--- config.mk ---
export PLATFORM = sky130hd
export DESIGN_NAME = packbits_rgb_strip_pixel_decoder_unit_flat
export DESIGN_NICKNAME = d
export VERILOG_FILES = /design/src/pbrgb_pkg.sv /design/src/pbrgb_byte_if.sv /design/src/pbrgb_pixel_if.sv /design/src/packbits_rgb_strip_pixel_decoder_unit.sv /design/src/pbrgb_ctrl.sv /design/src/pbrgb_datapath.sv /design/src/flat_wrapper.sv
export SDC_FILE = /design/constraint.sdc
export NUM_CORES = 1
export LEC_CHECK = 0
export BUFFER_PORTS_ARGS = -buffer_cell sky130_fd_sc_hd__buf_4
export CAP_MARGIN = 10
export CORE_ASPECT_RATIO = 1.1
export CORE_UTILIZATION = 55
export DETAILED_ROUTE_END_ITERATION = 8
export PLACE_DENSITY = 0.71
export SLEW_MARGIN = 20
export SYNTH_ARGS = -nofsm -noshare
export SYNTH_HDL_FRONTEND = slang
export SYNTH_SLANG_ARGS = --single-unit
--- constraint.sdc ---
create_clock -name clk -period 6.05 [get_ports clk]
set_clock_uncertainty 0.05 [all_clocks]
set_input_delay 0.605 -clock clk [delete_from_list [all_inputs] [get_ports clk]]
set_output_delay 0.605 -clock clk [all_outputs]
set_load 0.02 [all_outputs]
--- src/pbrgb_pkg.sv ---
// ----------------------------------------------------------------------------
// pbrgb_pkg
// Shared types and constants of the PackBits RGB strip pixel decoder.
// ----------------------------------------------------------------------------
package pbrgb_pkg;

    localparam int CFG_W     = 14;
    localparam int CFG_IDX_W = 3;
    localparam int COORD_W   = 13;

    localparam logic [CFG_IDX_W-1:0] REG_LINE_PIXELS  = 3'd0;
    localparam logic [CFG_IDX_W-1:0] REG_FRAME_LINES  = 3'd1;
    localparam logic [CFG_IDX_W-1:0] REG_STRIP_LINES  = 3'd2;
    localparam logic [CFG_IDX_W-1:0] REG_PREDICTOR_ON = 3'd3;
    localparam logic [CFG_IDX_W-1:0] REG_PACKBITS_ON  = 3'd4;

    localparam logic [CFG_W-1:0] LINE_PIXELS_RST = 14'd1;
    localparam logic [CFG_W-1:0] FRAME_LINES_RST = 14'd1;
    localparam logic [CFG_W-1:0] STRIP_LINES_RST = 14'd8192;

    localparam logic [7:0] HDR_NOP = 8'h80;

    typedef enum logic [1:0] {
        MODE_HEADER  = 2'd0,
        MODE_LITERAL = 2'd1,
        MODE_REPEAT  = 2'd2
    } run_mode_t;

    typedef enum logic [1:0] {
        S_IDLE   = 2'b01,
        S_REPEAT = 2'b10
    } ctrl_state_t;

    typedef struct packed {
        logic [CFG_W-1:0] line_pixels;
        logic [CFG_W-1:0] frame_lines;
        logic [CFG_W-1:0] strip_lines;
        logic             predictor_on;
        logic             packbits_on;
    } cfg_t;

    typedef struct packed {
        logic accept;
        logic rep_step;
    } cmd_t;

    typedef struct packed {
        logic out_free;
        logic starts_repeat;
        logic step_emits;
        logic rep_final;
    } status_t;

endpackage

--- src/pbrgb_byte_if.sv ---
// ----------------------------------------------------------------------------
// pbrgb_byte_if
// Raw strip byte channel.
// ----------------------------------------------------------------------------
interface pbrgb_byte_if;
    logic       valid;
    logic       ready;
    logic [7:0] data_byte;
    logic       frame_start;

    modport source (output valid, output data_byte, output frame_start, input ready);
    modport sink   (input valid, input data_byte, input frame_start, output ready);
endinterface

--- src/pbrgb_pixel_if.sv ---
// ----------------------------------------------------------------------------
// pbrgb_pixel_if
// Decoded pixel channel.
// ----------------------------------------------------------------------------
interface pbrgb_pixel_if;
    logic        valid;
    logic        ready;
    logic [12:0] pixel_column;
    logic [12:0] pixel_row;
    logic [7:0]  red;
    logic [7:0]  green;
    logic [7:0]  blue;
    logic        strip_end;
    logic        frame_end;
    logic        last_of_item;

    modport source (output valid, output pixel_column, output pixel_row, output red,
                    output green, output blue, output strip_end, output frame_end,
                    output last_of_item, input ready);
    modport sink   (input valid, input pixel_column, input pixel_row, input red,
                    input green, input blue, input strip_end, input frame_end,
                    input last_of_item, output ready);
endinterface

--- src/packbits_rgb_strip_pixel_decoder_unit.sv ---
// ----------------------------------------------------------------------------
// packbits_rgb_strip_pixel_decoder_unit
// PackBits decoder with RGB assembly and horizontal predictor undo.
// ----------------------------------------------------------------------------
// Usage:
//   strip : raw strip bytes, one item per byte; frame_start on the first byte
//           of an image clears all decoding state before that byte is used.
//   pixel : one item per decoded RGB pixel with its column, row, strip and
//           frame end flags; last_of_item marks the final pixel of a byte.
//   cfg   : cfg_we / cfg_index / cfg_data, written while the block is idle.
// Throughput: plain, literal and header bytes are taken back to back. The
//   data byte of a repeat run is latched, then gives n copies (2..128), one
//   decoded copy per cycle through the shared pixel assembly datapath while
//   the output is free. Bytes after image end are taken and dropped.
// Output: a pixel appears in the cycle after the byte step that completes it.
// Reset clears the run state, counters and the output register; registers
//   return to width 1, height 1, 8192 rows per strip, predictor and PackBits
//   off. A stalled output holds the strip input and emitting repeat steps.
// ----------------------------------------------------------------------------
module packbits_rgb_strip_pixel_decoder_unit #(
    parameter int MAX_DIMENSION = 8192
) (
    input  logic                                clk,
    input  logic                                rst_n,
    pbrgb_byte_if.sink                          strip,
    pbrgb_pixel_if.source                       pixel,
    input  logic                                cfg_we,
    input  logic [pbrgb_pkg::CFG_IDX_W-1:0]     cfg_index,
    input  logic [pbrgb_pkg::CFG_W-1:0]         cfg_data
);

    pbrgb_pkg::cfg_t    cfg_reg;
    pbrgb_pkg::cmd_t    cmd;
    pbrgb_pkg::status_t st;

    always_ff @(posedge clk or negedge rst_n)
    begin
        if (!rst_n)
        begin
            cfg_reg.line_pixels  <= pbrgb_pkg::LINE_PIXELS_RST;
            cfg_reg.frame_lines  <= pbrgb_pkg::FRAME_LINES_RST;
            cfg_reg.strip_lines  <= pbrgb_pkg::STRIP_LINES_RST;
            cfg_reg.predictor_on <= 1'b0;
            cfg_reg.packbits_on  <= 1'b0;
        end
        else if (cfg_we)
        begin
            case (cfg_index)
                pbrgb_pkg::REG_LINE_PIXELS:  cfg_reg.line_pixels  <= cfg_data;
                pbrgb_pkg::REG_FRAME_LINES:  cfg_reg.frame_lines  <= cfg_data;
                pbrgb_pkg::REG_STRIP_LINES:  cfg_reg.strip_lines  <= cfg_data;
                pbrgb_pkg::REG_PREDICTOR_ON: cfg_reg.predictor_on <= cfg_data[0];
                pbrgb_pkg::REG_PACKBITS_ON:  cfg_reg.packbits_on  <= cfg_data[0];
                default:
                begin
                end
            endcase
        end
    end

    pbrgb_ctrl u_ctrl (
        .clk      (clk),
        .rst_n    (rst_n),
        .in_valid (strip.valid),
        .in_ready (strip.ready),
        .st       (st),
        .cmd      (cmd)
    );

    pbrgb_datapath #(
        .MAX_DIMENSION (MAX_DIMENSION)
    ) u_datapath (
        .clk            (clk),
        .rst_n          (rst_n),
        .cfg            (cfg_reg),
        .cmd            (cmd),
        .st             (st),
        .in_byte        (strip.data_byte),
        .in_frame_start (strip.frame_start),
        .out_valid      (pixel.valid),
        .out_ready      (pixel.ready),
        .out_column     (pixel.pixel_column),
        .out_row        (pixel.pixel_row),
        .out_red        (pixel.red),
        .out_green      (pixel.green),
        .out_blue       (pixel.blue),
        .out_strip_end  (pixel.strip_end),
        .out_frame_end  (pixel.frame_end),
        .out_last       (pixel.last_of_item)
    );

    a_cmd_exclusive: assert property (@(posedge clk) disable iff (!rst_n)
        !(cmd.accept && cmd.rep_step))
        else $error("byte accept during repeat run");

    a_no_overwrite: assert property (@(posedge clk) disable iff (!rst_n)
        (cmd.rep_step && st.step_emits) |-> st.out_free)
        else $error("pixel step while output register is full");

    a_frame_end_flags: assert property (@(posedge clk) disable iff (!rst_n)
        (pixel.valid && pixel.frame_end) |-> (pixel.strip_end && pixel.last_of_item))
        else $error("frame end without strip end and item end");

endmodule

--- src/pbrgb_ctrl.sv ---
// ----------------------------------------------------------------------------
// pbrgb_ctrl
// Sequencer: takes bytes; repeat runs go one decoded byte per unstalled cycle.
// ----------------------------------------------------------------------------
module pbrgb_ctrl (
    input  logic               clk,
    input  logic               rst_n,
    input  logic               in_valid,
    output logic               in_ready,
    input  pbrgb_pkg::status_t st,
    output pbrgb_pkg::cmd_t    cmd
);

    pbrgb_pkg::ctrl_state_t state_reg, state_next;

    always_comb
    begin
        in_ready     = 1'b0;
        cmd.accept   = 1'b0;
        cmd.rep_step = 1'b0;
        state_next   = state_reg;
        case (state_reg)
            pbrgb_pkg::S_IDLE:
            begin
                in_ready   = st.out_free;
                cmd.accept = in_valid && st.out_free;
                if (cmd.accept && st.starts_repeat)
                begin
                    state_next = pbrgb_pkg::S_REPEAT;
                end
            end
            pbrgb_pkg::S_REPEAT:
            begin
                cmd.rep_step = !st.step_emits || st.out_free;
                if (cmd.rep_step && st.rep_final)
                begin
                    state_next = pbrgb_pkg::S_IDLE;
                end
            end
            default:
            begin
                state_next = pbrgb_pkg::S_IDLE;
            end
        endcase
    end

    always_ff @(posedge clk or negedge rst_n)
    begin
        if (!rst_n)
        begin
            state_reg <= pbrgb_pkg::S_IDLE;
        end
        else
        begin
            state_reg <= state_next;
        end
    end

endmodule

--- src/pbrgb_datapath.sv ---
// ----------------------------------------------------------------------------
// pbrgb_datapath
// PackBits run state, RGB assembly, predictor undo, raster counters and
// the output register.
// ----------------------------------------------------------------------------
module pbrgb_datapath #(
    parameter int MAX_DIMENSION = 8192
) (
    input  logic               clk,
    input  logic               rst_n,
    input  pbrgb_pkg::cfg_t    cfg,
    input  pbrgb_pkg::cmd_t    cmd,
    output pbrgb_pkg::status_t st,
    input  logic [7:0]         in_byte,
    input  logic               in_frame_start,
    output logic               out_valid,
    input  logic               out_ready,
    output logic [12:0]        out_column,
    output logic [12:0]        out_row,
    output logic [7:0]         out_red,
    output logic [7:0]         out_green,
    output logic [7:0]         out_blue,
    output logic               out_strip_end,
    output logic               out_frame_end,
    output logic               out_last
);

    localparam int CW   = $clog2(MAX_DIMENSION);
    localparam int DW   = $clog2(MAX_DIMENSION + 1);
    localparam int VW   = (DW > pbrgb_pkg::CFG_W) ? DW : pbrgb_pkg::CFG_W;
    localparam int CMPW = ((CW + 1) > VW) ? (CW + 1) : (VW + 1);

    pbrgb_pkg::run_mode_t mode_reg, mode_next, e_mode;
    logic [6:0]  lit_reg, lit_next, e_lit;
    logic [1:0]  phase_reg, phase_next, e_phase;
    logic [7:0]  hr_reg, hr_next, hg_reg, hg_next;
    logic [23:0] prev_reg, prev_next, e_prev;
    logic        havep_reg, havep_next, e_havep;
    logic [CW-1:0] col_reg, col_next, e_col;
    logic [CW-1:0] row_reg, row_next, e_row;
    logic [CW-1:0] strip_reg, strip_next, e_strip;
    logic        done_reg, done_next, e_done;
    logic [7:0]  rep_byte_reg, rep_byte_next;
    logic [7:0]  rep_left_reg, rep_left_next;

    logic        valid_reg, valid_next;
    logic [12:0] ocol_reg, orow_reg;
    logic [7:0]  ored_reg, ogreen_reg, oblue_reg;
    logic        ose_reg, ofe_reg, olast_reg;

    logic        clr, take_en, emit, strip_end_now, frame_end_now;
    logic [7:0]  tb, pr, pg, pb;
    logic [VW-1:0] w_ext, h_ext, s_ext, w_eff, h_eff, s_eff;
    logic [CW:0] col_inc, row_inc, strip_inc;

    assign clr = cmd.accept && in_frame_start;

    always_comb
    begin
        e_mode   = clr ? pbrgb_pkg::MODE_HEADER : mode_reg;
        e_lit    = clr ? 7'd0 : lit_reg;
        e_phase  = clr ? 2'd0 : phase_reg;
        e_prev   = clr ? 24'd0 : prev_reg;
        e_havep  = clr ? 1'b0 : havep_reg;
        e_col    = clr ? '0 : col_reg;
        e_row    = clr ? '0 : row_reg;
        e_strip  = clr ? '0 : strip_reg;
        e_done   = clr ? 1'b0 : done_reg;
    end

    always_comb
    begin
        w_ext = VW'(cfg.line_pixels);
        h_ext = VW'(cfg.frame_lines);
        s_ext = VW'(cfg.strip_lines);
        w_eff = (w_ext == '0) ? VW'(1) :
                (w_ext > VW'(MAX_DIMENSION)) ? VW'(MAX_DIMENSION) : w_ext;
        h_eff = (h_ext == '0) ? VW'(1) :
                (h_ext > VW'(MAX_DIMENSION)) ? VW'(MAX_DIMENSION) : h_ext;
        s_eff = (s_ext == '0) ? VW'(1) :
                (s_ext > VW'(MAX_DIMENSION)) ? VW'(MAX_DIMENSION) : s_ext;
    end

    assign tb      = cmd.rep_step ? rep_byte_reg : in_byte;
    assign take_en = !e_done && (cmd.rep_step ||
                     (cmd.accept && (!cfg.packbits_on || e_mode == pbrgb_pkg::MODE_LITERAL)));
    assign emit    = take_en && (e_phase == 2'd2);

    assign col_inc   = {1'b0, e_col} + 1'b1;
    assign row_inc   = {1'b0, e_row} + 1'b1;
    assign strip_inc = {1'b0, e_strip} + 1'b1;

    always_comb
    begin
        pr = hr_reg;
        pg = hg_reg;
        pb = tb;
        if (cfg.predictor_on && e_havep)
        begin
            pr = hr_reg + e_prev[23:16];
            pg = hg_reg + e_prev[15:8];
            pb = tb + e_prev[7:0];
        end
    end

    always_comb
    begin
        mode_next     = e_mode;
        lit_next      = e_lit;
        phase_next    = e_phase;
        hr_next       = hr_reg;
        hg_next       = hg_reg;
        prev_next     = e_prev;
        havep_next    = e_havep;
        col_next      = e_col;
        row_next      = e_row;
        strip_next    = e_strip;
        done_next     = e_done;
        rep_byte_next = rep_byte_reg;
        rep_left_next = rep_left_reg;
        strip_end_now = 1'b0;
        frame_end_now = 1'b0;

        if (take_en)
        begin
            case (e_phase)
                2'd0:
                begin
                    hr_next    = tb;
                    phase_next = 2'd1;
                end
                2'd1:
                begin
                    hg_next    = tb;
                    phase_next = 2'd2;
                end
                default:
                begin
                    phase_next = 2'd0;
                    prev_next  = {pr, pg, pb};
                    havep_next = 1'b1;
                    col_next   = col_inc[CW-1:0];
                    if (CMPW'(col_inc) >= CMPW'(w_eff))
                    begin
                        col_next   = '0;
                        havep_next = 1'b0;
                        row_next   = row_inc[CW-1:0];
                        strip_next = strip_inc[CW-1:0];
                        if (CMPW'(row_inc) >= CMPW'(h_eff))
                        begin
                            strip_end_now = 1'b1;
                            frame_end_now = 1'b1;
                            done_next     = 1'b1;
                            strip_next    = '0;
                        end
                        else if (CMPW'(strip_inc) >= CMPW'(s_eff))
                        begin
                            strip_end_now = 1'b1;
                            strip_next    = '0;
                        end
                    end
                end
            endcase
        end

        if (cmd.accept && !e_done && cfg.packbits_on)
        begin
            case (e_mode)
                pbrgb_pkg::MODE_LITERAL:
                begin
                    if (e_lit == 7'd0)
                    begin
                        mode_next = pbrgb_pkg::MODE_HEADER;
                    end
                    else
                    begin
                        lit_next = e_lit - 7'd1;
                    end
                end
                pbrgb_pkg::MODE_REPEAT:
                begin
                    rep_byte_next = in_byte;
                    rep_left_next = {1'b0, e_lit} + 8'd1;
                    mode_next     = pbrgb_pkg::MODE_HEADER;
                    lit_next      = 7'd0;
                end
                default:
                begin
                    if (!in_byte[7])
                    begin
                        mode_next = pbrgb_pkg::MODE_LITERAL;
                        lit_next  = in_byte[6:0];
                    end
                    else if (in_byte != pbrgb_pkg::HDR_NOP)
                    begin
                        mode_next = pbrgb_pkg::MODE_REPEAT;
                        lit_next  = 7'(8'd0 - in_byte);
                    end
                end
            endcase
        end

        if (cmd.rep_step)
        begin
            rep_left_next = rep_left_reg - 8'd1;
        end
    end

    assign st.out_free      = !valid_reg || out_ready;
    assign st.starts_repeat = !e_done && cfg.packbits_on && (e_mode == pbrgb_pkg::MODE_REPEAT);
    assign st.step_emits    = !e_done && (e_phase == 2'd2);
    assign st.rep_final     = (rep_left_reg == 8'd1) || done_next;

    assign valid_next = emit ? 1'b1 : (out_ready ? 1'b0 : valid_reg);

    always_ff @(posedge clk or negedge rst_n)
    begin
        if (!rst_n)
        begin
            mode_reg  <= pbrgb_pkg::MODE_HEADER;
            lit_reg   <= 7'd0;
            phase_reg <= 2'd0;
            prev_reg  <= 24'd0;
            havep_reg <= 1'b0;
            col_reg   <= '0;
            row_reg   <= '0;
            strip_reg <= '0;
            done_reg  <= 1'b0;
            rep_left_reg <= 8'd0;
            valid_reg <= 1'b0;
        end
        else
        begin
            mode_reg  <= mode_next;
            lit_reg   <= lit_next;
            phase_reg <= phase_next;
            prev_reg  <= prev_next;
            havep_reg <= havep_next;
            col_reg   <= col_next;
            row_reg   <= row_next;
            strip_reg <= strip_next;
            done_reg  <= done_next;
            rep_left_reg <= rep_left_next;
            valid_reg <= valid_next;
        end
    end

    always_ff @(posedge clk)
    begin
        hr_reg       <= hr_next;
        hg_reg       <= hg_next;
        rep_byte_reg <= rep_byte_next;
        if (emit)
        begin
            ocol_reg   <= 13'(e_col);
            orow_reg   <= 13'(e_row);
            ored_reg   <= pr;
            ogreen_reg <= pg;
            oblue_reg  <= pb;
            ose_reg    <= strip_end_now;
            ofe_reg    <= frame_end_now;
            olast_reg  <= cmd.accept || (rep_left_reg <= 8'd3) || frame_end_now;
        end
    end

    assign out_valid     = valid_reg;
    assign out_column    = ocol_reg;
    assign out_row       = orow_reg;
    assign out_red       = ored_reg;
    assign out_green     = ogreen_reg;
    assign out_blue      = oblue_reg;
    assign out_strip_end = ose_reg;
    assign out_frame_end = ofe_reg;
    assign out_last      = olast_reg;

endmodule
--- src/flat_wrapper.sv ---
// flat-port wrapper written by rule: the top's interface ports become plain ports
module packbits_rgb_strip_pixel_decoder_unit_flat 
#(
    parameter int MAX_DIMENSION = 8192
)
  (clk, rst_n, cfg_we, cfg_index, cfg_data, strip_valid, strip_data_byte, strip_frame_start, strip_ready, pixel_valid, pixel_pixel_column, pixel_pixel_row, pixel_red, pixel_green, pixel_blue, pixel_strip_end, pixel_frame_end, pixel_last_of_item, pixel_ready);
  pbrgb_byte_if strip_i ();
  pbrgb_pixel_if pixel_i ();
  input  logic clk;
  input  logic rst_n;
  input  logic cfg_we;
  input  logic [pbrgb_pkg::CFG_IDX_W-1:0] cfg_index;
  input  logic [pbrgb_pkg::CFG_W-1:0] cfg_data;
  input wire logic [$bits(strip_i.valid)-1:0] strip_valid;
  input wire logic [$bits(strip_i.data_byte)-1:0] strip_data_byte;
  input wire logic [$bits(strip_i.frame_start)-1:0] strip_frame_start;
  output wire logic [$bits(strip_i.ready)-1:0] strip_ready;
  output wire logic [$bits(pixel_i.valid)-1:0] pixel_valid;
  output wire logic [$bits(pixel_i.pixel_column)-1:0] pixel_pixel_column;
  output wire logic [$bits(pixel_i.pixel_row)-1:0] pixel_pixel_row;
  output wire logic [$bits(pixel_i.red)-1:0] pixel_red;
  output wire logic [$bits(pixel_i.green)-1:0] pixel_green;
  output wire logic [$bits(pixel_i.blue)-1:0] pixel_blue;
  output wire logic [$bits(pixel_i.strip_end)-1:0] pixel_strip_end;
  output wire logic [$bits(pixel_i.frame_end)-1:0] pixel_frame_end;
  output wire logic [$bits(pixel_i.last_of_item)-1:0] pixel_last_of_item;
  input wire logic [$bits(pixel_i.ready)-1:0] pixel_ready;
  assign strip_i.valid = strip_valid;
  assign strip_i.data_byte = strip_data_byte;
  assign strip_i.frame_start = strip_frame_start;
  assign strip_ready = strip_i.ready;
  assign pixel_valid = pixel_i.valid;
  assign pixel_pixel_column = pixel_i.pixel_column;
  assign pixel_pixel_row = pixel_i.pixel_row;
  assign pixel_red = pixel_i.red;
  assign pixel_green = pixel_i.green;
  assign pixel_blue = pixel_i.blue;
  assign pixel_strip_end = pixel_i.strip_end;
  assign pixel_frame_end = pixel_i.frame_end;
  assign pixel_last_of_item = pixel_i.last_of_item;
  assign pixel_i.ready = pixel_ready;
  packbits_rgb_strip_pixel_decoder_unit #(.MAX_DIMENSION(MAX_DIMENSION)) u_core (.clk(clk), .rst_n(rst_n), .strip(strip_i), .pixel(pixel_i), .cfg_we(cfg_we), .cfg_index(cfg_index), .cfg_data(cfg_data));
endmodule
== Word-level counts from Yosys, hierarchy flattened ==
Index checks and enable logic that the tools add are counted.
Word-level totals
  bits in writable memories: 0
  memories: 0
  output and inout port bits: 55
  bits in latches: 0
  bits of input ports: 31
  register bits after elaboration: 208
  memory bits (read-only): 0
Cells by class
  $add $sub $neg: 10
  eq/ne operators: 14
  reduce and logical (&&, ||, !) cells: 45
  mux-type cells: 68
  div/mod/pow operators: 0
  $lt $le $gt $ge: 7
  bitwise logic cells: 2
  multipliers: 0
  shifts and indexed selects: 0
Operators with widths (count)
  $mux W13: 14
  $mux W14: 6
  $mux W24: 3
  $mux W8: 7
  $add A13 B1 Y14 const B: 3
  $ge A14 B14 Y1: 3
  $gt A14 B14 Y1 const B: 3
  $logic_not A14 Y1: 3
  $mux W7: 5
  $add A8 B8 Y8: 3
  $mux W1: 20
  $reduce_and A2 Y1: 10
  $mux W2: 9
  $pmux W7 S2: 1
  $logic_and A1 B1 Y1: 13
  $pmux W2 S2: 3
  $add A7 B1 Y8 const B: 1
  $eq A8 B1 Y1 const B: 1
  $le A8 B2 Y1 const B: 1
  $ne A8 B8 Y1 const B: 1
  $sub A8 B1 Y8 const B: 1
  $logic_not A7 Y1: 1
  $logic_or A1 B1 Y1: 7
  $sub A1 B7 Y7 const A: 1
  other kinds (14): 26

== Depth between registers and ports, before layout ==
Gate-level depths: netlist (run 1).
  depth after elaboration: 18
  depth in mapped cells: 22
  depth with buffers taken out: 16

== Cells and area by module ==
From an unflattened synthesis (run 1), not the netlist that was laid out.
Unflattened totals
  cell total of the unflattened synthesis: 1149
  area, all modules: 11810.1 um2
Modules (own cells, without submodules)
  pbrgb_datapath: seq. area each 4439.3 um2, times used 1, area each 9978.3 um2, cells an instance 1041
  packbits_rgb_strip_pixel_decoder_unit: seq. area each 1104.8 um2, times used 1, area each 1721.7 um2, cells an instance 98
  pbrgb_ctrl: seq. area each 51.3 um2, times used 1, area each 110.1 um2, cells an instance 10

== Worst setup path before layout (run 1) ==
Ideal clock, no wire load.
  path type: input port to flip-flop
  from: in pixel_ready
  to: reg u_core.u_datapath.oblue_reg[0], in the netlist u_core.u_datapath.out_blue[0], enable pin
  setup slack: 722 ps
  buffers on the path: 4
  stages: 11
  setup time: 464 ps
  arrival time: 4814 ps
  cells stage by stage: nor2b_4 -> or3_4 -> buf_6 -> clkbuf_1 -> nand2_1 -> ha_1 -> o2111ai_2 -> a211o_2 -> buf_6 -> buf_4 -> nor2_1
Between the ends
  longest elaborated chain between the ends: 13
Ends and longest elaborated chain
  from (decl): line flat_wrapper.sv:27  | input wire logic [$bits(pixel_i.ready)-1:0] pixel_ready;
  $logic_or A1 B1 Y1 *: line pbrgb_datapath.sv:209  | assign st.out_free = !valid_reg || out_ready;
  $logic_and A1 B1 Y1: line pbrgb_ctrl.sv:26  | cmd.accept = in_valid && st.out_free;
  $mux W1: line pbrgb_ctrl.sv:22  | case (state_reg)
  $logic_and A1 B1 Y1: line pbrgb_datapath.sv:56  | assign clr = cmd.accept && in_frame_start;
  $mux W2 / $mux W1 (equally long branches): line pbrgb_datapath.sv:62, pbrgb_datapath.sv:68
  $eq A2 B2 Y1 / $logic_not A1 Y1 (equally long branches): line pbrgb_datapath.sv:87, pbrgb_datapath.sv:211, pbrgb_datapath.sv:85
  $logic_and A1 B1 Y1: line pbrgb_datapath.sv:211  | assign st.step_emits = !e_done && (e_phase == 2'd2);
  $logic_not A1 Y1: line pbrgb_ctrl.sv:34  | cmd.rep_step = !st.step_emits || st.out_free;
  $logic_or A1 B1 Y1: line pbrgb_ctrl.sv:34
  $mux W1: line pbrgb_ctrl.sv:22
  $logic_or A1 B1 Y1: line pbrgb_datapath.sv:85  | assign take_en = !e_done && (cmd.rep_step ||
  $logic_and A1 B1 Y1: line pbrgb_datapath.sv:85
  $logic_and A1 B1 Y1 *: line pbrgb_datapath.sv:87  | assign emit = take_en && (e_phase == 2'd2);
  named net u_core.u_datapath.emit: line pbrgb_datapath.sv:51  | logic clr, take_en, emit, strip_end_now, frame_end_now;
  to (signal assigned): line pbrgb_datapath.sv:259  | oblue_reg <= pb;
  to (decl): line pbrgb_datapath.sv:48  | logic [7:0] ored_reg, ogreen_reg, oblue_reg;
Mark *: on every way through the listed nets, which the timed path passes. The rest lies on a longest branch.
A chain may end at the register's enable or synchronous reset.

== Worst setup path in the final report (run 1) ==
  from: reg u_core.u_datapath.valid_reg, in the netlist u_core.u_datapath.out_valid
  to: reg u_core.u_datapath.strip_reg[0]
RTL lines
  from (decl): line pbrgb_datapath.sv:46  | logic valid_reg, valid_next;
  from (signal assigned): line pbrgb_datapath.sv:244  | valid_reg <= valid_next;
  $logic_not A1 Y1: line pbrgb_datapath.sv:209
  $logic_or A1 B1 Y1: line pbrgb_datapath.sv:209
  $logic_and A1 B1 Y1: line pbrgb_ctrl.sv:26
  $mux W1: line pbrgb_ctrl.sv:22
  $logic_and A1 B1 Y1: line pbrgb_datapath.sv:56
  $mux W13: line pbrgb_datapath.sv:65  | e_col = clr ? '0 : col_reg;
  named net u_core.u_datapath.e_col[0]: line pbrgb_datapath.sv:39  | logic [CW-1:0] col_reg, col_next, e_col;
  $add A13 B1 Y14: line pbrgb_datapath.sv:89  | assign col_inc = {1'b0, e_col} + 1'b1;
  $ge A14 B14 Y1: line pbrgb_datapath.sv:143  | if (CMPW'(col_inc) >= CMPW'(w_eff))
  $mux W13: line pbrgb_datapath.sv:143
  $mux W13: line pbrgb_datapath.sv:126  | case (e_phase)
  $mux W13: line pbrgb_datapath.sv:124  | if (take_en)
  named net u_core.u_datapath.strip_next[0]: line pbrgb_datapath.sv:41  | logic [CW-1:0] strip_reg, strip_next, e_strip;
  to (signal assigned): line pbrgb_datapath.sv:241  | strip_reg <= strip_next;
  to (decl): line pbrgb_datapath.sv:41
The timed path passes the listed nets, and every way through them passes these cells.

==> qor.csv, run 1 <==
stage,metric,value,unit
yosys,yosysWarnings,0,
power,cellPowerDensity,342,nW/µm²
clocking,clk_pin_slew,0.06,ns
clocking,clock-sinks,208,
worst_setup_path,criticalPathCategory,reg -> reg,
power,seqPwrFrac,40.3,%
worst_setup_path,slowest_stage,nor4_4,
job,drv_cap,0,
cells_and_area,largest_register_ffs,44,
clocking,cts_buffers,24,
worst_setup_path,worstPathRequired,6.47,ns
power,netSwitchingFraction,31.7,%
yosys,synth_edf_count,77,
detailed_routing,avgViaCountPerCell,5.82,
detailed_routing,wirelength,27700,µm
sta,post-route-period-util,80.2,%
detailed_routing,drc,0,
die,core_area,21300,µm²
die,io_pins,86,
sta,hold_slack,-0.00595,ns
yosys,async_reset_ff_share,63.0,%
power,ir_drop,0.000217,V
min_path,min_path_type,in -> async,
clocking,htree_levels,1,
clocking,clockBufferDepth,3,
worst_setup_path,crit_chain,"nor2b_4, or3_4, and2_1, ha_1, nand3_1, nor4b_1, nand3_1, xnor2_1, ha_1, nand2_1, nor3_1, inv_1, o21a_1, nor4_4, mux2_2",
cells_and_area,fillCellCount,1758,
sta,drv_slew,0,
grt,gr-usage-all-layers,25.9,%
sta,tns,0,ns
yosys,syn_area_per_cell,10.3,µm²
power,clockPowerShare,34.5,%
cells_and_area,n_antenna_cell,0,
placement,dpl-instance-area,12800,µm²
grt,grt_pass1_vias,8724,
detailed_routing,drt_pre_antenna_iters,5,
grt,antenna_found_initial,0,
die,start_util,56.0,%
power,p_switching,1.48,mW
detailed_routing,wire_per_inst,18.1,µm
sta,min_period,4.85,ns
placement,dp_hpwl,19500,µm
detailed_routing,vias,8917,
power,p_leak,6.14,nW
clocking,hold_buffers,0,
worst_setup_path,critPathMaxStageDelay,0.73,ns
clocking,clk_latency,0.53,ns
clocking,cts_tree,yes,
detailed_routing,detail_route.iter0.violations,651,
worst_setup_path,critPathCaptureType,register,
detailed_routing,ant_nets,0,
die,fp-row-count,56,
sta,worst_pin_slew,1.08,ns
placement,port-buffer-count,85,
sta,setup_viol,0,
status,status,"complete, but fails checks",
yosys,seq_area_frac_synth,46.9,%
worst_setup_path,crit_arrival,5.27,ns
cells_and_area,design_area,13700,µm²
grt,grt_max_degree,74,
status,violations,negative hold slack,
cells_and_area,syn_to_final_growth,14.6,%
clocking,cts_root_buf,clkbuf_16,
power,internal_power,3.19,mW
worst_setup_path,worstReg2RegStart,u_core.u_datapath.out_valid,
clocking,ctsResizeCount,0,
cells_and_area,nets,1330,
cells_and_area,drive_gt1_share,18.4,%
yosys,synth_nets,1260,
yosys,synthFlopType,dfrtp_1,
yosys,ys_types,90,
die,die_y,156,µm
yosys,synthCells,1154,
die,fp.dieW,142,µm
worst_setup_path,start_kind,register,
yosys,ys_ff_latch,208,
sta,rsz0062_at_grt,false,
clocking,post_cts_buffers,0,
sta,relSlewSlack,27.4,%
power,comb_power_share,25.2,%
yosys,syn_area,11900,µm²
sta,fmax,0.206,GHz
grt,grt_first_pass_wirelength,45300,µm
sta,finalHoldViolations,5,
placement,finalWeightedCongestion,0.880,
worst_setup_path,cp_max_fo,22,
die,dieArea,22300,µm²
grt,overflow,0,
worst_setup_path,crit_start,u_core.u_datapath.out_valid,
==> path summary, 6_finish.rpt <==
kind	endpoint	slack [ns]	depth (start not counted)
min reg2reg	u_core.u_datapath.rep_left_reg[4]	0.48	1
max	u_core.u_datapath.strip_reg[0]	1.20	15
min in group clk	u_core.u_datapath.rep_byte_reg[6]	0.25	1
max reg2reg	u_core.u_datapath.strip_reg[0]	1.20	15
max in group asynchronous	u_core.cfg_reg[26]	4.55	2
min	u_core.u_datapath.lit_reg[1]	-0.006	1
==> per-layer routing <==
metal	part of all wire (%)	global-route usage, %
met1	44	34.4
met2	49	44.7
met3	4.0	2.88
met4	2.0	7.22
met5	0	0
==> cell type report <==
cell class	count	area, µm²	share of cell area (%)
clock buffers	31	678	4.96
well taps	290	363	2.65
flip-flops and latches	208	5600	40.9
multi-input cells	845	5920	43.3
inverters	54	203	1.48
repair buffers	91	699	5.12
clock inverters	13	214	1.57
==> cell usage in the layout, fill, tap and decap left out, drive strengths merged, types with 40 or more instances in the layout <==
master	instances
edfxtp	77
a21oi	45
nand2	165
mux2	62
o21ai	57
buf	91
and2	43
inv	54
nor2	62
dfrtp	127
ha	72
nand3	40
==> per-stage QoR <==
step / total power [mW] / utilization [%] / cells / setup WS, ns
after detailed placement: 3.08 / 60.0 / 1488 / 0.913
after global routing: 4.94 / 64.2 / 1532 / 0.716
after floorplan: 2.76 / - / 1154 / 0.722
final: 4.68 / 64.2 / 1532 / 1.20
after CTS: 4.70 / 64.2 / 1532 / 1.23
after global placement: 3.04 / 60.0 / 1488 / 1.03
==> cell usage after synthesis, types with 10 or more instances <==
master	instances	area share (%)
nand2_1	164	5.2
dfrtp_1	127	27
edfxtp_1	77	19
ha_1	72	7.6
nor2_1	62	2.0
mux2_2	61	5.8
inv_1	53	1.7
o21ai_0	47	2.0
a21oi_1	44	1.8
and2_1	42	2.2
nand3_1	40	1.7
xor2_1	31	2.3
clkbuf_1	26	0.82
nor3_1	26	1.1
xnor2_1	26	1.9
a22o_1	19	1.4
nand4_1	14	0.73
nor4_1	14	0.73
a21o_1	12	0.76
and3_1	11	0.58
buf_2	10	0.42
nand2b_1	10	0.52
o21ai_1	10	0.42
==> logic make-up (layout without fill, tap and decap cells) <==
| kind of cell | count (synthesis) | in the layout | synth area share (%) |
|---|---|---|---|
| mux | 71 | 71 | 6.61 |
| fa+ha+maj | 75 | 75 | 8.06 |
| simple gates | 432 | 432 | 18.3 |
| buf+inv | 101 | 189 | 3.70 |
| xor+xnor | 57 | 57 | 4.19 |
| flops | 208 | 208 | 46.9 |
| compound gates | 210 | 210 | 12.2 |
==> worst max-delay path, delay by kind of cell, from the launching register on <==
family | cells | cell delay [ns]
buf+inv | 1 | 0.09
fa+ha+maj | 2 | 0.51
xor+xnor | 1 | 0.18
mux | 1 | 0.28
compound gates | 1 | 0.45
flops | 1 | 0.39
simple gates | 9 | 2.84
==> power groups by stage <==
| stage | combinational (mW) | sequential, mW | clock [mW] |
|---|---|---|---|
| floorplan | 0.884 | 1.88 | 0 |
| global placement | 1.14 | 1.90 | 0 |
| detailed placement | 1.17 | 1.90 | 0 |
| CTS | 1.18 | 1.88 | 1.63 |
| global route | 1.34 | 1.91 | 1.68 |
| finish | 1.18 | 1.89 | 1.61 |
Power figures use the tool's default switching activity.
==> inputs of run 2 (changes only) <==
PLACE_DENSITY = 0.74   (was 0.71)
clock period = 3.88 ns   (was 6.05 ns; I/O delays follow)
==> run 2 against run 1 <==
Compared with the run above: the run now ends clean; total power increased by 54%; first-iteration DRC count increased by 23%; setup slack got worse by 1.1 ns; core utilization increased by 2.2 points; routed wire length increased by 2.8%; sequential cell count unchanged; hold slack improved by 0.048 ns; global-route usage increased by 0.28 points; cell area increased by 3.5%; non-clock buffer count increased by 36; largest power group unchanged.
==> qor.csv, run 2 (synthesized netlist as in run 1, its figures left out) <==
stage,metric,value,unit
worst_setup_path,worstReg2RegStart,u_core.u_ctrl.state_reg[0],
power,seqPwrFrac,40.8,%
die,fp-row-count,56,
detailed_routing,wire_per_inst,18.1,µm
power,internal_power,4.86,mW
detailed_routing,ant_nets,0,
die,fp.dieW,142,µm
worst_setup_path,worstPathRequired,4.27,ns
worst_setup_path,criticalPathCategory,reg -> reg,
grt,overflow,0,
cells_and_area,instances_no_fill,1568,
cells_and_area,syn_to_final_growth,18.6,%
detailed_routing,drc,0,
sta,fin_ws,0.122,ns
power,p_leak,6.34,nW
sta,setup_viol,0,
sta,finalHoldViolations,0,
clocking,cts_buffers,24,
detailed_routing,vias,9058,
worst_setup_path,crit_end,u_core.u_datapath.strip_reg[5],
cells_and_area,n_antenna_cell,0,
clocking,cts_root_buf,clkbuf_16,
sta,worst_pin_slew,1.02,ns
worst_setup_path,r2r_setup_slack,0.12,ns
clocking,clk_latency,0.52,ns
worst_setup_path,start_kind,register,
worst_setup_path,r2r_end,u_core.u_datapath.strip_reg[5],
power,netSwitchingFraction,32.6,%
cells_and_area,final_common_cell,nand2_1,
job,drv_cap,0,
clocking,clk_pin_slew,0.06,ns
sta,relSlewSlack,32.2,%
die,die_y,156,µm
grt,antenna_found_initial,0,
power,p_switching,2.34,mW
cells_and_area,largest_register_ffs,44,
grt,gr-usage-all-layers,26.1,%
clocking,cts_tree,yes,
power,cellPowerDensity,509,nW/µm²
die,dieArea,22300,µm²
cells_and_area,nets,1366,
grt,grt_max_degree,79,
die,core_area,21300,µm²
die,io_pins,86,
sta,min_period,3.76,ns
cells_and_area,drive_gt1_share,23.2,%
worst_setup_path,cp_max_fo,9,
placement,dp_hpwl,20400,µm
placement,finalWeightedCongestion,0.873,
power,clockPowerShare,32.2,%
cells_and_area,mostFrequentLayoutCells,"nand2_1, dfrtp_1, buf_4",
worst_setup_path,crit_start,u_core.u_ctrl.state_reg[0],
worst_setup_path,critPathCaptureType,register,
power,power,7.20,mW
clocking,htree_levels,1,
clocking,clock-sinks,208,
detailed_routing,drt_pre_antenna_iters,5,
sta,drv_slew,0,
detailed_routing,wirelength,28500,µm
detailed_routing,detail_route.iter0.violations,801,
placement,port-buffer-count,85,
status,status,completed,
power,comb_power_share,26.9,%
grt,grt_first_pass_wirelength,45800,µm
power,ir_drop,0.000327,V
worst_setup_path,r2r_cells,18,
worst_setup_path,crit_arrival,4.15,ns
sta,post-route-period-util,96.9,%
placement,numPlacedInstances,1521,
placement,pre_cts_ws,0.0756,ns
sta,fmax,0.266,GHz
grt,grt_pass1_vias,8797,
detailed_routing,avgViaCountPerCell,5.78,
min_path,min_path_type,in -> reg,
clocking,clockBufferDepth,3,
die,start_util,56.0,%
run 2: layer usage:
layer  wire (µm)  track usage (%)  up-vias
met5           0                0        -
li1            -                -     4365
met1       12500             34.7     4423
met2       14200             44.8      221
met3        1210             3.27       49
met4         616             7.68        0
run 2: per-stage QoR:
stage | TNS, ns | hold WS, ns | util, % | area (µm²)
after floorplan | -0.195 | 0.0424 | - | 12100
after global placement | 0 | 0.346 | 61.9 | 13200
after detailed placement | 0 | 0.351 | 61.9 | 13200
after CTS | 0 | 0.0327 | 65.8 | 14000
after global routing | -0.0503 | 0.0371 | 66.4 | 14100
final | 0 | 0.0417 | 66.4 | 14100
run 2: cell type report:
class / instances / area [µm²]
Multi-Input combinational cell: 845 / 6110
Inverter: 54 / 203
Timing Repair Buffer: 127 / 1040
Tap cell: 290 / 363
Clock inverter: 16 / 149
Clock buffer: 28 / 679
Fill cell: 1689 / 7150
Sequential cell: 208 / 5600
run 2: power by group through the flow:
stage               sequential (mW)  combinational, mW  clock, mW
floorplan                      2.93               1.41          0
global placement               2.96               1.85          0
detailed placement             2.97               1.91          0
CTS                            2.93               1.93       2.35
global route                   2.98               2.18       2.45
finish                         2.94               1.94       2.32
run 2: worst max-delay path, cell delays in order, from the launching register on:
cell and delay (ns):
dfstp_2 0.56, nand2b_4 0.06, or3_4 0.38, and2_4 0.18
ha_4 0.18, nand3_4 0.10, inv_1 0.06, nand4_1 0.10
xor2_1 0.16, nor2_1 0.08, ha_1 0.31, nand2_1 0.05
o21ai_0 0.14, a21oi_1 0.14, buf_4 0.16, o21a_4 0.16
nor4_4 0.45, clkbuf_16 0.23, a22o_1 0.13
run 2: worst min-delay path by stage:
| stage | start | endpoint | slack [ns] | depth (start not counted) |
|---|---|---|---|---|
| CTS | strip_data_byte[0] | u_core.u_datapath.rep_byte_reg[0] | 0.03 | 1 |
| global route | strip_data_byte[0] | u_core.u_datapath.rep_byte_reg[0] | 0.04 | 1 |
| floorplan | rst_n | u_core.cfg_reg[0] | 0.04 | 0 |
| global placement | rst_n | u_core.u_datapath.lit_reg[3] | 0.35 | 1 |
| finish | strip_data_byte[0] | u_core.u_datapath.rep_byte_reg[0] | 0.04 | 1 |
| detailed placement | rst_n | u_core.u_datapath.lit_reg[3] | 0.35 | 1 |
run 2: repair_timing:
action | in CTS | in global routing
hold buffers | 1 | 0
setup endpoints to repair | 0 | 20
endpoints found under the hold margin | 53 | 0
gates resized for setup | 0 | 22
buffers inserted | 0 | 2
